--- src/rtl/stasm_pkg.sv ---
// Shared types and constants for the sparse triplet add/subtract merge block.
package stasm_pkg;

    // Field widths
    localparam int ROW_W     = 10;
    localparam int COL_W     = 10;
    localparam int VAL_W     = 16;
    localparam int OUT_VAL_W = VAL_W + 1;
    localparam int ENTRY_W   = ROW_W + COL_W + VAL_W;
    localparam int OP_W      = 2;

    // Stream packing (whole bytes)
    localparam int S_TDATA_W = 40;
    localparam int M_TDATA_W = 40;

    // Input opcodes
    typedef enum logic [OP_W-1:0] {
        OP_LOAD_FIRST  = 2'd0,
        OP_LOAD_SECOND = 2'd1,
        OP_START       = 2'd2
    } op_t;

    // Controller states
    typedef enum logic [1:0] {
        ST_IDLE,
        ST_MERGE,
        ST_MARK
    } state_t;

    // Controller to datapath commands
    typedef struct packed {
        logic load_first;
        logic load_second;
        logic step;
        logic emit_empty;
    } cmd_t;

    // Datapath to controller status
    typedef struct packed {
        logic out_free;
        logic both_empty;
        logic step_last;
    } status_t;

endpackage

--- src/rtl/stasm_ram.sv ---
// Generic single-write, single-read RAM with registered read data.
module stasm_ram #(
    parameter int WIDTH = 36,
    parameter int DEPTH = 32,
    localparam int AW = (DEPTH > 1) ? $clog2(DEPTH) : 1
) (
    input  logic             aclk,
    input  logic             wr_en,
    input  logic [AW-1:0]    wr_addr,
    input  logic [WIDTH-1:0] wr_data,
    input  logic [AW-1:0]    rd_addr,
    output logic [WIDTH-1:0] rd_data
);

    logic [WIDTH-1:0] mem_reg [DEPTH];
    logic [WIDTH-1:0] rd_data_reg;

    // Write port and registered read port
    always_ff @(posedge aclk) begin
        if (wr_en) begin
            mem_reg[wr_addr] <= wr_data;
        end
        rd_data_reg <= mem_reg[rd_addr];
    end

    assign rd_data = rd_data_reg;

endmodule

--- src/rtl/stasm_ctrl.sv ---
// Controller state machine: load sequencing, merge stepping, empty marker.
module stasm_ctrl (
    input  logic                  aclk,
    input  logic                  aresetn,
    input  logic                  s_tvalid,
    output logic                  s_tready,
    input  logic [1:0]            op,
    input  stasm_pkg::status_t    status,
    output stasm_pkg::cmd_t       cmd
);

    stasm_pkg::state_t state_reg, state_next;

    // State register
    always_ff @(posedge aclk) begin
        if (!aresetn) begin
            state_reg <= stasm_pkg::ST_IDLE;
        end else begin
            state_reg <= state_next;
        end
    end

    // Next state and commands
    always_comb begin
        state_next = state_reg;
        cmd        = '0;
        s_tready   = 1'b0;
        case (state_reg)
            stasm_pkg::ST_IDLE: begin
                s_tready = 1'b1;
                if (s_tvalid) begin
                    case (op)
                        stasm_pkg::OP_LOAD_FIRST:  cmd.load_first  = 1'b1;
                        stasm_pkg::OP_LOAD_SECOND: cmd.load_second = 1'b1;
                        stasm_pkg::OP_START: begin
                            state_next = status.both_empty ? stasm_pkg::ST_MARK
                                                           : stasm_pkg::ST_MERGE;
                        end
                        default: ;
                    endcase
                end
            end
            stasm_pkg::ST_MERGE: begin
                // one result per cycle while the output register has room
                if (status.out_free) begin
                    cmd.step = 1'b1;
                    if (status.step_last) begin
                        state_next = stasm_pkg::ST_IDLE;
                    end
                end
            end
            stasm_pkg::ST_MARK: begin
                if (status.out_free) begin
                    cmd.emit_empty = 1'b1;
                    state_next     = stasm_pkg::ST_IDLE;
                end
            end
            default: state_next = stasm_pkg::ST_IDLE;
        endcase
    end

endmodule

--- src/rtl/stasm_dp.sv ---
// Datapath: element stores, counts, merge pointers, compare/add and output register.
module stasm_dp #(
    parameter int DEPTH = 32,
    localparam int AW = (DEPTH > 1) ? $clog2(DEPTH) : 1,
    localparam int CW = $clog2(DEPTH + 1)
) (
    input  logic                               aclk,
    input  logic                               aresetn,
    input  logic                               cfg_wr_en,
    input  logic                               cfg_wr_data,
    input  logic [stasm_pkg::ENTRY_W-1:0]      in_entry,
    input  stasm_pkg::cmd_t                    cmd,
    output stasm_pkg::status_t                 status,
    output logic                               m_tvalid,
    input  logic                               m_tready,
    output logic [stasm_pkg::ROW_W-1:0]        out_row,
    output logic [stasm_pkg::COL_W-1:0]        out_col,
    output logic [stasm_pkg::OUT_VAL_W-1:0]    out_value,
    output logic                               entry_valid,
    output logic                               last_item
);

    localparam int RW = stasm_pkg::ROW_W;
    localparam int KW = stasm_pkg::COL_W;
    localparam int OW = stasm_pkg::OUT_VAL_W;
    localparam int EW = stasm_pkg::ENTRY_W;

    logic          sub_mode_reg;
    logic [CW-1:0] cnt_a_reg, cnt_a_next;
    logic [CW-1:0] cnt_b_reg, cnt_b_next;
    logic [CW-1:0] idx_a_reg, idx_a_next;
    logic [CW-1:0] idx_b_reg, idx_b_next;
    logic          m_valid_reg, m_valid_next;
    logic [RW-1:0] row_reg;
    logic [KW-1:0] col_reg;
    logic [OW-1:0] val_reg;
    logic          ev_reg;
    logic          last_reg;

    logic [EW-1:0] ent_a, ent_b;
    logic          wr_a, wr_b;
    logic          a_av, b_av, a_lt, b_lt, take_a, take_b;
    logic [RW-1:0] a_row, b_row;
    logic [KW-1:0] a_col, b_col;
    logic [OW-1:0] a_ext, b_ext, res_val;
    logic [CW-1:0] idx_a_adv, idx_b_adv;
    logic          out_free, step_last;

    // Subtract-mode register
    always_ff @(posedge aclk) begin
        if (!aresetn) begin
            sub_mode_reg <= 1'b0;
        end else if (cfg_wr_en) begin
            sub_mode_reg <= cfg_wr_data;
        end
    end

    // Store writes, ignored when the store is full
    assign wr_a = cmd.load_first  && (cnt_a_reg != CW'(DEPTH));
    assign wr_b = cmd.load_second && (cnt_b_reg != CW'(DEPTH));

    stasm_ram #(.WIDTH(EW), .DEPTH(DEPTH)) u_first_store (
        .aclk    (aclk),
        .wr_en   (wr_a),
        .wr_addr (cnt_a_reg[AW-1:0]),
        .wr_data (in_entry),
        .rd_addr (idx_a_next[AW-1:0]),
        .rd_data (ent_a)
    );

    stasm_ram #(.WIDTH(EW), .DEPTH(DEPTH)) u_second_store (
        .aclk    (aclk),
        .wr_en   (wr_b),
        .wr_addr (cnt_b_reg[AW-1:0]),
        .wr_data (in_entry),
        .rd_addr (idx_b_next[AW-1:0]),
        .rd_data (ent_b)
    );

    // Entry fields: row lowest, then column, then value
    assign a_row = ent_a[RW-1:0];
    assign a_col = ent_a[RW+KW-1:RW];
    assign a_ext = {ent_a[EW-1], ent_a[EW-1:RW+KW]};
    assign b_row = ent_b[RW-1:0];
    assign b_col = ent_b[RW+KW-1:RW];
    assign b_ext = {ent_b[EW-1], ent_b[EW-1:RW+KW]};

    // Merge decision in row-major order
    always_comb begin
        a_av   = idx_a_reg < cnt_a_reg;
        b_av   = idx_b_reg < cnt_b_reg;
        a_lt   = (a_row < b_row) || ((a_row == b_row) && (a_col < b_col));
        b_lt   = (b_row < a_row) || ((b_row == a_row) && (b_col < a_col));
        take_a = a_av && (!b_av || a_lt);
        take_b = !take_a && b_av && (!a_av || b_lt);
        if (take_a) begin
            res_val = a_ext;
        end else if (take_b) begin
            res_val = sub_mode_reg ? (OW'(0) - b_ext) : b_ext;
        end else begin
            res_val = sub_mode_reg ? (a_ext - b_ext) : (a_ext + b_ext);
        end
        idx_a_adv = idx_a_reg + CW'(!take_b);
        idx_b_adv = idx_b_reg + CW'(!take_a);
        step_last = (idx_a_adv >= cnt_a_reg) && (idx_b_adv >= cnt_b_reg);
    end

    // Pointer and count updates
    always_comb begin
        idx_a_next = idx_a_reg;
        idx_b_next = idx_b_reg;
        cnt_a_next = cnt_a_reg + CW'(wr_a);
        cnt_b_next = cnt_b_reg + CW'(wr_b);
        if (cmd.step) begin
            if (step_last) begin
                idx_a_next = '0;
                idx_b_next = '0;
                cnt_a_next = '0;
                cnt_b_next = '0;
            end else begin
                idx_a_next = idx_a_adv;
                idx_b_next = idx_b_adv;
            end
        end
    end

    always_ff @(posedge aclk) begin
        if (!aresetn) begin
            cnt_a_reg <= '0;
            cnt_b_reg <= '0;
            idx_a_reg <= '0;
            idx_b_reg <= '0;
        end else begin
            cnt_a_reg <= cnt_a_next;
            cnt_b_reg <= cnt_b_next;
            idx_a_reg <= idx_a_next;
            idx_b_reg <= idx_b_next;
        end
    end

    // Output register
    assign out_free = !m_valid_reg || m_tready;

    always_comb begin
        m_valid_next = m_valid_reg && !m_tready;
        if (cmd.step || cmd.emit_empty) begin
            m_valid_next = 1'b1;
        end
    end

    always_ff @(posedge aclk) begin
        if (!aresetn) begin
            m_valid_reg <= 1'b0;
        end else begin
            m_valid_reg <= m_valid_next;
        end
    end

    always_ff @(posedge aclk) begin
        if (cmd.step) begin
            row_reg  <= take_b ? b_row : a_row;
            col_reg  <= take_b ? b_col : a_col;
            val_reg  <= res_val;
            ev_reg   <= 1'b1;
            last_reg <= step_last;
        end else if (cmd.emit_empty) begin
            row_reg  <= '0;
            col_reg  <= '0;
            val_reg  <= '0;
            ev_reg   <= 1'b0;
            last_reg <= 1'b1;
        end
    end

    assign status.out_free   = out_free;
    assign status.both_empty = (cnt_a_reg == '0) && (cnt_b_reg == '0);
    assign status.step_last  = step_last;

    assign m_tvalid    = m_valid_reg;
    assign out_row     = row_reg;
    assign out_col     = col_reg;
    assign out_value   = val_reg;
    assign entry_valid = ev_reg;
    assign last_item   = last_reg;

endmodule

--- src/rtl/sparse_triplet_add_subtract_merge_top.sv ---
// Sparse triplet merge: two element stores merged in row-major order, add or subtract.
// Load transactions complete immediately when accepted (no result).
// A start transaction emits N merged results from registered store reads, one per cycle
// unless the output stalls; N is at most the sum of both counts, one marker if both are empty.
// No new input is taken until the last result of a merge is in the output register.
// aresetn (synchronous, active low) clears counts, mode, state and output valid.
module sparse_triplet_add_subtract_merge_top #(
    parameter int DEPTH = 32
) (
    input  logic                               aclk,
    input  logic                               aresetn,
    // configuration: subtract_mode
    input  logic                               cfg_wr_en,
    input  logic                               cfg_wr_data,
    // input stream
    input  logic                               s_tvalid,
    output logic                               s_tready,
    input  logic [stasm_pkg::S_TDATA_W-1:0]    s_tdata,  // row_index, col_index, elem_value
    input  logic [stasm_pkg::OP_W-1:0]         s_tuser,  // op
    // result stream
    output logic                               m_tvalid,
    input  logic                               m_tready,
    output logic [stasm_pkg::M_TDATA_W-1:0]    m_tdata,  // out_row, out_col, out_value
    output logic                               m_tuser,  // entry_valid
    output logic                               m_tlast   // last_item
);

    localparam int EW = stasm_pkg::ENTRY_W;
    localparam int RW = stasm_pkg::ROW_W;
    localparam int KW = stasm_pkg::COL_W;
    localparam int OW = stasm_pkg::OUT_VAL_W;

    stasm_pkg::cmd_t    cmd;
    stasm_pkg::status_t status;
    logic [RW-1:0]      out_row;
    logic [KW-1:0]      out_col;
    logic [OW-1:0]      out_value;

    stasm_ctrl u_ctrl (
        .aclk     (aclk),
        .aresetn  (aresetn),
        .s_tvalid (s_tvalid),
        .s_tready (s_tready),
        .op       (s_tuser),
        .status   (status),
        .cmd      (cmd)
    );

    stasm_dp #(.DEPTH(DEPTH)) u_dp (
        .aclk        (aclk),
        .aresetn     (aresetn),
        .cfg_wr_en   (cfg_wr_en),
        .cfg_wr_data (cfg_wr_data),
        .in_entry    (s_tdata[EW-1:0]),
        .cmd         (cmd),
        .status      (status),
        .m_tvalid    (m_tvalid),
        .m_tready    (m_tready),
        .out_row     (out_row),
        .out_col     (out_col),
        .out_value   (out_value),
        .entry_valid (m_tuser),
        .last_item   (m_tlast)
    );

    // Pack result fields, zero fill to whole bytes
    assign m_tdata = {{(stasm_pkg::M_TDATA_W - RW - KW - OW){1'b0}}, out_value, out_col, out_row};

endmodule

--- config.mk ---
export PLATFORM = sky130hd
export DESIGN_NAME = sparse_triplet_add_subtract_merge_top
export DESIGN_NICKNAME = d
export VERILOG_FILES = /design/src/rtl/stasm_pkg.sv /design/src/rtl/stasm_ram.sv /design/src/rtl/stasm_ctrl.sv /design/src/rtl/stasm_dp.sv /design/src/rtl/sparse_triplet_add_subtract_merge_top.sv
export SDC_FILE = /design/constraint.sdc
export NUM_CORES = 2
export LEC_CHECK = 0
export BUFFER_PORTS_ARGS = -buffer_cell sky130_fd_sc_hd__buf_2
export CORE_MARGIN = 4
export CORE_UTILIZATION = 45
export CTS_CLUSTER_DIAMETER = 50
export DETAILED_ROUTE_END_ITERATION = 12
export GPL_TIMING_DRIVEN = 1
export PLACE_DENSITY = 0.69
export SYNTH_ARGS = -nofsm -noshare
export SYNTH_HDL_FRONTEND = slang
export SYNTH_SLANG_ARGS = --single-unit
--- constraint.sdc ---
create_clock -name aclk -period 5.1 [get_ports aclk]
set_clock_uncertainty 0.05 [all_clocks]
set_input_delay 0.255 -clock aclk [delete_from_list [all_inputs] [get_ports aclk]]
set_output_delay 0.255 -clock aclk [all_outputs]
set_load 0.03 [all_outputs]
==> results.json <==
{
  "vias": 62962,
  "end_kind": "register",
  "avgSynthCellArea_sq_um": 14.83,
  "ys_seq_area_share_pct": 75.18,
  "core-area_sq_mm": 0.2125,
  "synth_edf_count": 2342,
  "rsz0062_at_grt": "true",
  "netlist.area_leader.share_pct": 73.08,
  "maxSlewHeadroom_pct": 8.891,
  "netlist_area_sq_mm": 0.09623,
  "cap_viol_max_count": 0,
  "grtUsageMet3_pct": 4.200,
  "die_y_um": 470.4,
  "rr_endpoint": "u_dp.u_first_store.rd_data[17]$_DFF_P_",
  "drtAntennaViolNets": 0,
  "seqPwrFrac_pct": 53.1,
  "clk_pin_slew_ps": 60,
  "yosysTopAreaCell": "edfxtp_1",
  "yosysWarnings": 0,
  "drive_above_1_share_pct": 26.05,
  "port_buffers": 84,
  "utilization_pct": 56.74,
  "stdcell_area_sq_mm": 0.1206,
  "cts-root-buf": "clkbuf_16",
  "run_status": "complete, but fails checks",
  "cts_tree": "built",
  "synth_top_cells_by_area": "edfxtp_1 (73%), nand2_1 (4.3%), mux2i_1 (2.2%), dfxtp_1 (2.1%), a21oi_1 (2.1%)",
  "cts_buffers": 238,
  "synth-seq-cells": 2443,
  "htree_levels": 4,
  "clkPwrFrac_pct": 44.4,
  "syn_inst": 6490,
  "whs_path_depth": 2,
  "vias_per_cell": 6.093,
  "switching_share_pct": 20.54,
  "arrival_ps": 6220,
  "r2r_start": "u_dp.u_first_store.rd_data[14]$_DFF_P_",
  "wirelength_um": 290900,
  "layout_commonest_cell": "edfxtp_1",
  "slew_viol_final": 0,
  "placementRows": 169,
  "hold_slack_ps": 21.86,
  "post-route-drc-count": 0,
  "top_usage_layer": "met2",
  "crit_path_start_kind": "register",
  "use_met1_pct": 32.24,
  "synth-main-ff-cell": "edfxtp_1",
  "layoutNonFillerInstCount": 10333,
  "hold_path_class": "in -> reg",
  "async_flop_share_pct": 0,
  "netSwitchingPower_w": 0.008536,
  "irDropWorstVdd_mv": 0.3666,
  "drtIter0Drc": 8763,
  "yosysUniqueCellTypes": 76,
  "worstPathRequired_ps": 5750,
  "fp.dieArea_sq_mm": 0.2213,
  "grt_max_degree": 73,
  "initial_core_util_pct": 45.28,
  "grt_overflow_total": 0,
  "insertion_delay_ps": 880,
  "clockBufferDepth": 3,
  "ios": 92,
  "clock-sinks": 2443,
  "hold_end": "u_dp.u_second_store.mem_reg[6][27]$_DFFE_PP_",
  "post_dp_cell_area_sq_mm": 0.1055,
  "dp_hpwl_um": 161600,
  "p_per_area_mw_per_mm2": 344.6,
  "r2r_cells": 25,
  "first_pass_iters": 6,
  "use_met2_pct": 40.38,
  "fmax_mhz": 179.5,
  "worst_pin_slew_ps": 1367,
  "antenna_found_initial": 18,
  "final_cell_mix": "edfxtp_1 (2342), nand2_1 (1081), buf_4 (525), a21oi_1 (337), clkbuf_16 (274)",
  "hp-start": "s_tdata[27]",
  "fillers": 15616,
  "wl_per_cell_um": 28.16,
  "path_class": "reg -> reg",
  "p_leak_nw": 40.50,
  "period_share_pct": 109.2,
  "die_w_um": 470.4,
  "grt_pass1_vias": 60011,
  "grt_pass1_wl_um": 403600,
  "gp_congestion": 0.8529,
  "p_comb_share_pct": 2.5,
  "grtUsageTotal_pct": 24.42,
  "finalSetupViolCount": 72,
  "ff2ff_setup_slack_ps": -470,
  "fin_nets": 7412,
  "critPathMaxFanout": 12,
  "violations": "setup timing",
  "numPlacedInstances": 9601,
  "total_power_w": 0.04155,
  "setup_slack_ps": -470.8,
  "min_period_ps": 5571,
  "area_growth_pct": 25.31,
  "p_int_w": 0.03302,
  "final_hold_viol_count": 0
}
-- cell type report --
class	instances	area [sq um]	area share, %
diodes	2	5.005	0.004150
clock buffers	325	6634	5.501
clock inverters	129	1680	1.393
inverters	53	201.4	0.1671
multi-input cells	3576	24940	20.68
flip-flops and latches	2443	72420	60.05
well taps	2821	3530	2.927
repair buffers	984	11180	9.275
-- cell families (layout without fill, tap and decap cells) --
kind of cell / after synthesis / count (layout) / share of synthesized area, %
flip-flops: 2443 / 2443 / 75.18
other: 1 / 5 / 0.003897
buffers and inverters: 474 / 1491 / 2.084
AO/OA/AOI/OAI: 1306 / 1306 / 9.289
AND/OR/NAND/NOR: 1818 / 1819 / 8.532
XOR/XNOR: 58 / 58 / 0.5279
adder cells (fa/ha/maj): 68 / 68 / 0.8919
multiplexers: 322 / 322 / 3.490
-- worst max path at each step --
stage                                                       from  slack (ps)                                      end
after global routing       u_dp.u_first_store.rd_data[3]$_DFF_P_        -600   u_dp.u_first_store.rd_data[18]$_DFF_P_
after detailed placement   u_dp.u_first_store.rd_data[8]$_DFF_P_       -1180   u_dp.u_first_store.rd_data[17]$_DFF_P_
after CTS                  u_dp.u_first_store.rd_data[3]$_DFF_P_        -310   u_dp.u_first_store.rd_data[17]$_DFF_P_
final                     u_dp.u_first_store.rd_data[14]$_DFF_P_        -470   u_dp.u_first_store.rd_data[17]$_DFF_P_
after floorplan            u_dp.u_first_store.rd_data[3]$_DFF_P_           3  u_dp.u_second_store.rd_data[10]$_DFF_P_
after global placement    u_dp.u_first_store.rd_data[17]$_DFF_P_       -1170   u_dp.u_first_store.rd_data[17]$_DFF_P_
-- Yosys cell counts, types with 4 or more instances --
| master | n |
|---|---|
| buf_6 | 5 |
| a31oi_1 | 113 |
| nor4_2 | 30 |
| o21ai_0 | 22 |
| o31a_1 | 4 |
| o211ai_1 | 39 |
| a21boi_0 | 6 |
| o32ai_1 | 36 |
| and3_1 | 80 |
| nor4_1 | 45 |
| a21oi_1 | 403 |
| o21a_1 | 6 |
| nor2b_1 | 9 |
| xor2_1 | 19 |
| inv_1 | 49 |
| nor3_1 | 17 |
| a221o_1 | 147 |
| clkbuf_1 | 278 |
| nand3b_1 | 4 |
| mux2_2 | 108 |
| nand2_1 | 1096 |
| buf_2 | 106 |
| nor2_1 | 144 |
| nand3_1 | 219 |
| edfxtp_1 | 2342 |
| mux2i_1 | 214 |
| buf_1 | 17 |
| xnor2_1 | 39 |
| nand2b_1 | 14 |
| and2_1 | 89 |
| or3_1 | 49 |
| ha_1 | 67 |
| a22oi_1 | 74 |
| a211oi_1 | 157 |
| buf_4 | 15 |
| a32oi_1 | 72 |
| dfxtp_1 | 101 |
| a21o_1 | 19 |
| o22ai_1 | 182 |
| clkinv_1 | 4 |
-- power groups by stage --
stage | Combinational, W | Sequential, W | Clock (W)
finish | 0.00104 | 0.0221 | 0.0184
global route | 0.00111 | 0.0221 | 0.0195
CTS | 0.000976 | 0.0221 | 0.0185
detailed placement | 0.000923 | 0.0225 | 0
global placement | 0.000891 | 0.0225 | 0
floorplan | 0.000371 | 0.0225 | 0
-- per-layer routing --
| layer | share of wire (%) | vias to the layer above |
|---|---|---|
| li1 | - | 26739 |
| met1 | 37 | 31701 |
| met3 | 9.5 | 766 |
| met2 | 48 | 3750 |
| met5 | 0.014 | - |
| met4 | 4.7 | 6 |
-- worst max-delay path: stages (launching register included) --
cell	delay [ps]
dfxtp_4	420
inv_1	60
ha_1	310
nand4_1	160
buf_4	180
o31ai_4	290
o22ai_4	130
o21ai_4	220
ha_4	190
ha_4	160
nand3_4	70
xnor2_2	140
ha_1	320
a21o_1	190
a21o_1	190
buf_6	120
a41oi_4	200
buf_6	140
o211ai_1	140
buf_4	260
and2_4	200
buf_12	170
buf_4	210
a21oi_4	150
o22ai_2	140
nor4_4	540
-- repair_timing --
action                     in CTS  in global routing
hold buffers                   20                  0
setup endpoints to repair      73                 73
pin swaps                      85                239
gates resized for setup       237                480
hold endpoints to repair      213                  0
cloned                         25                 37
buffers inserted               89                134
-- per-stage QoR --
stage	setup slack (ps)	setup TNS (ps)
floorplan	3.452	0
global route	-600.7	-35740
detailed placement	-1179	-43000
CTS	-309.5	-16510
global placement	-1175	-42590
finish	-470.8	-23270
(Power assumes the default switching activity.)
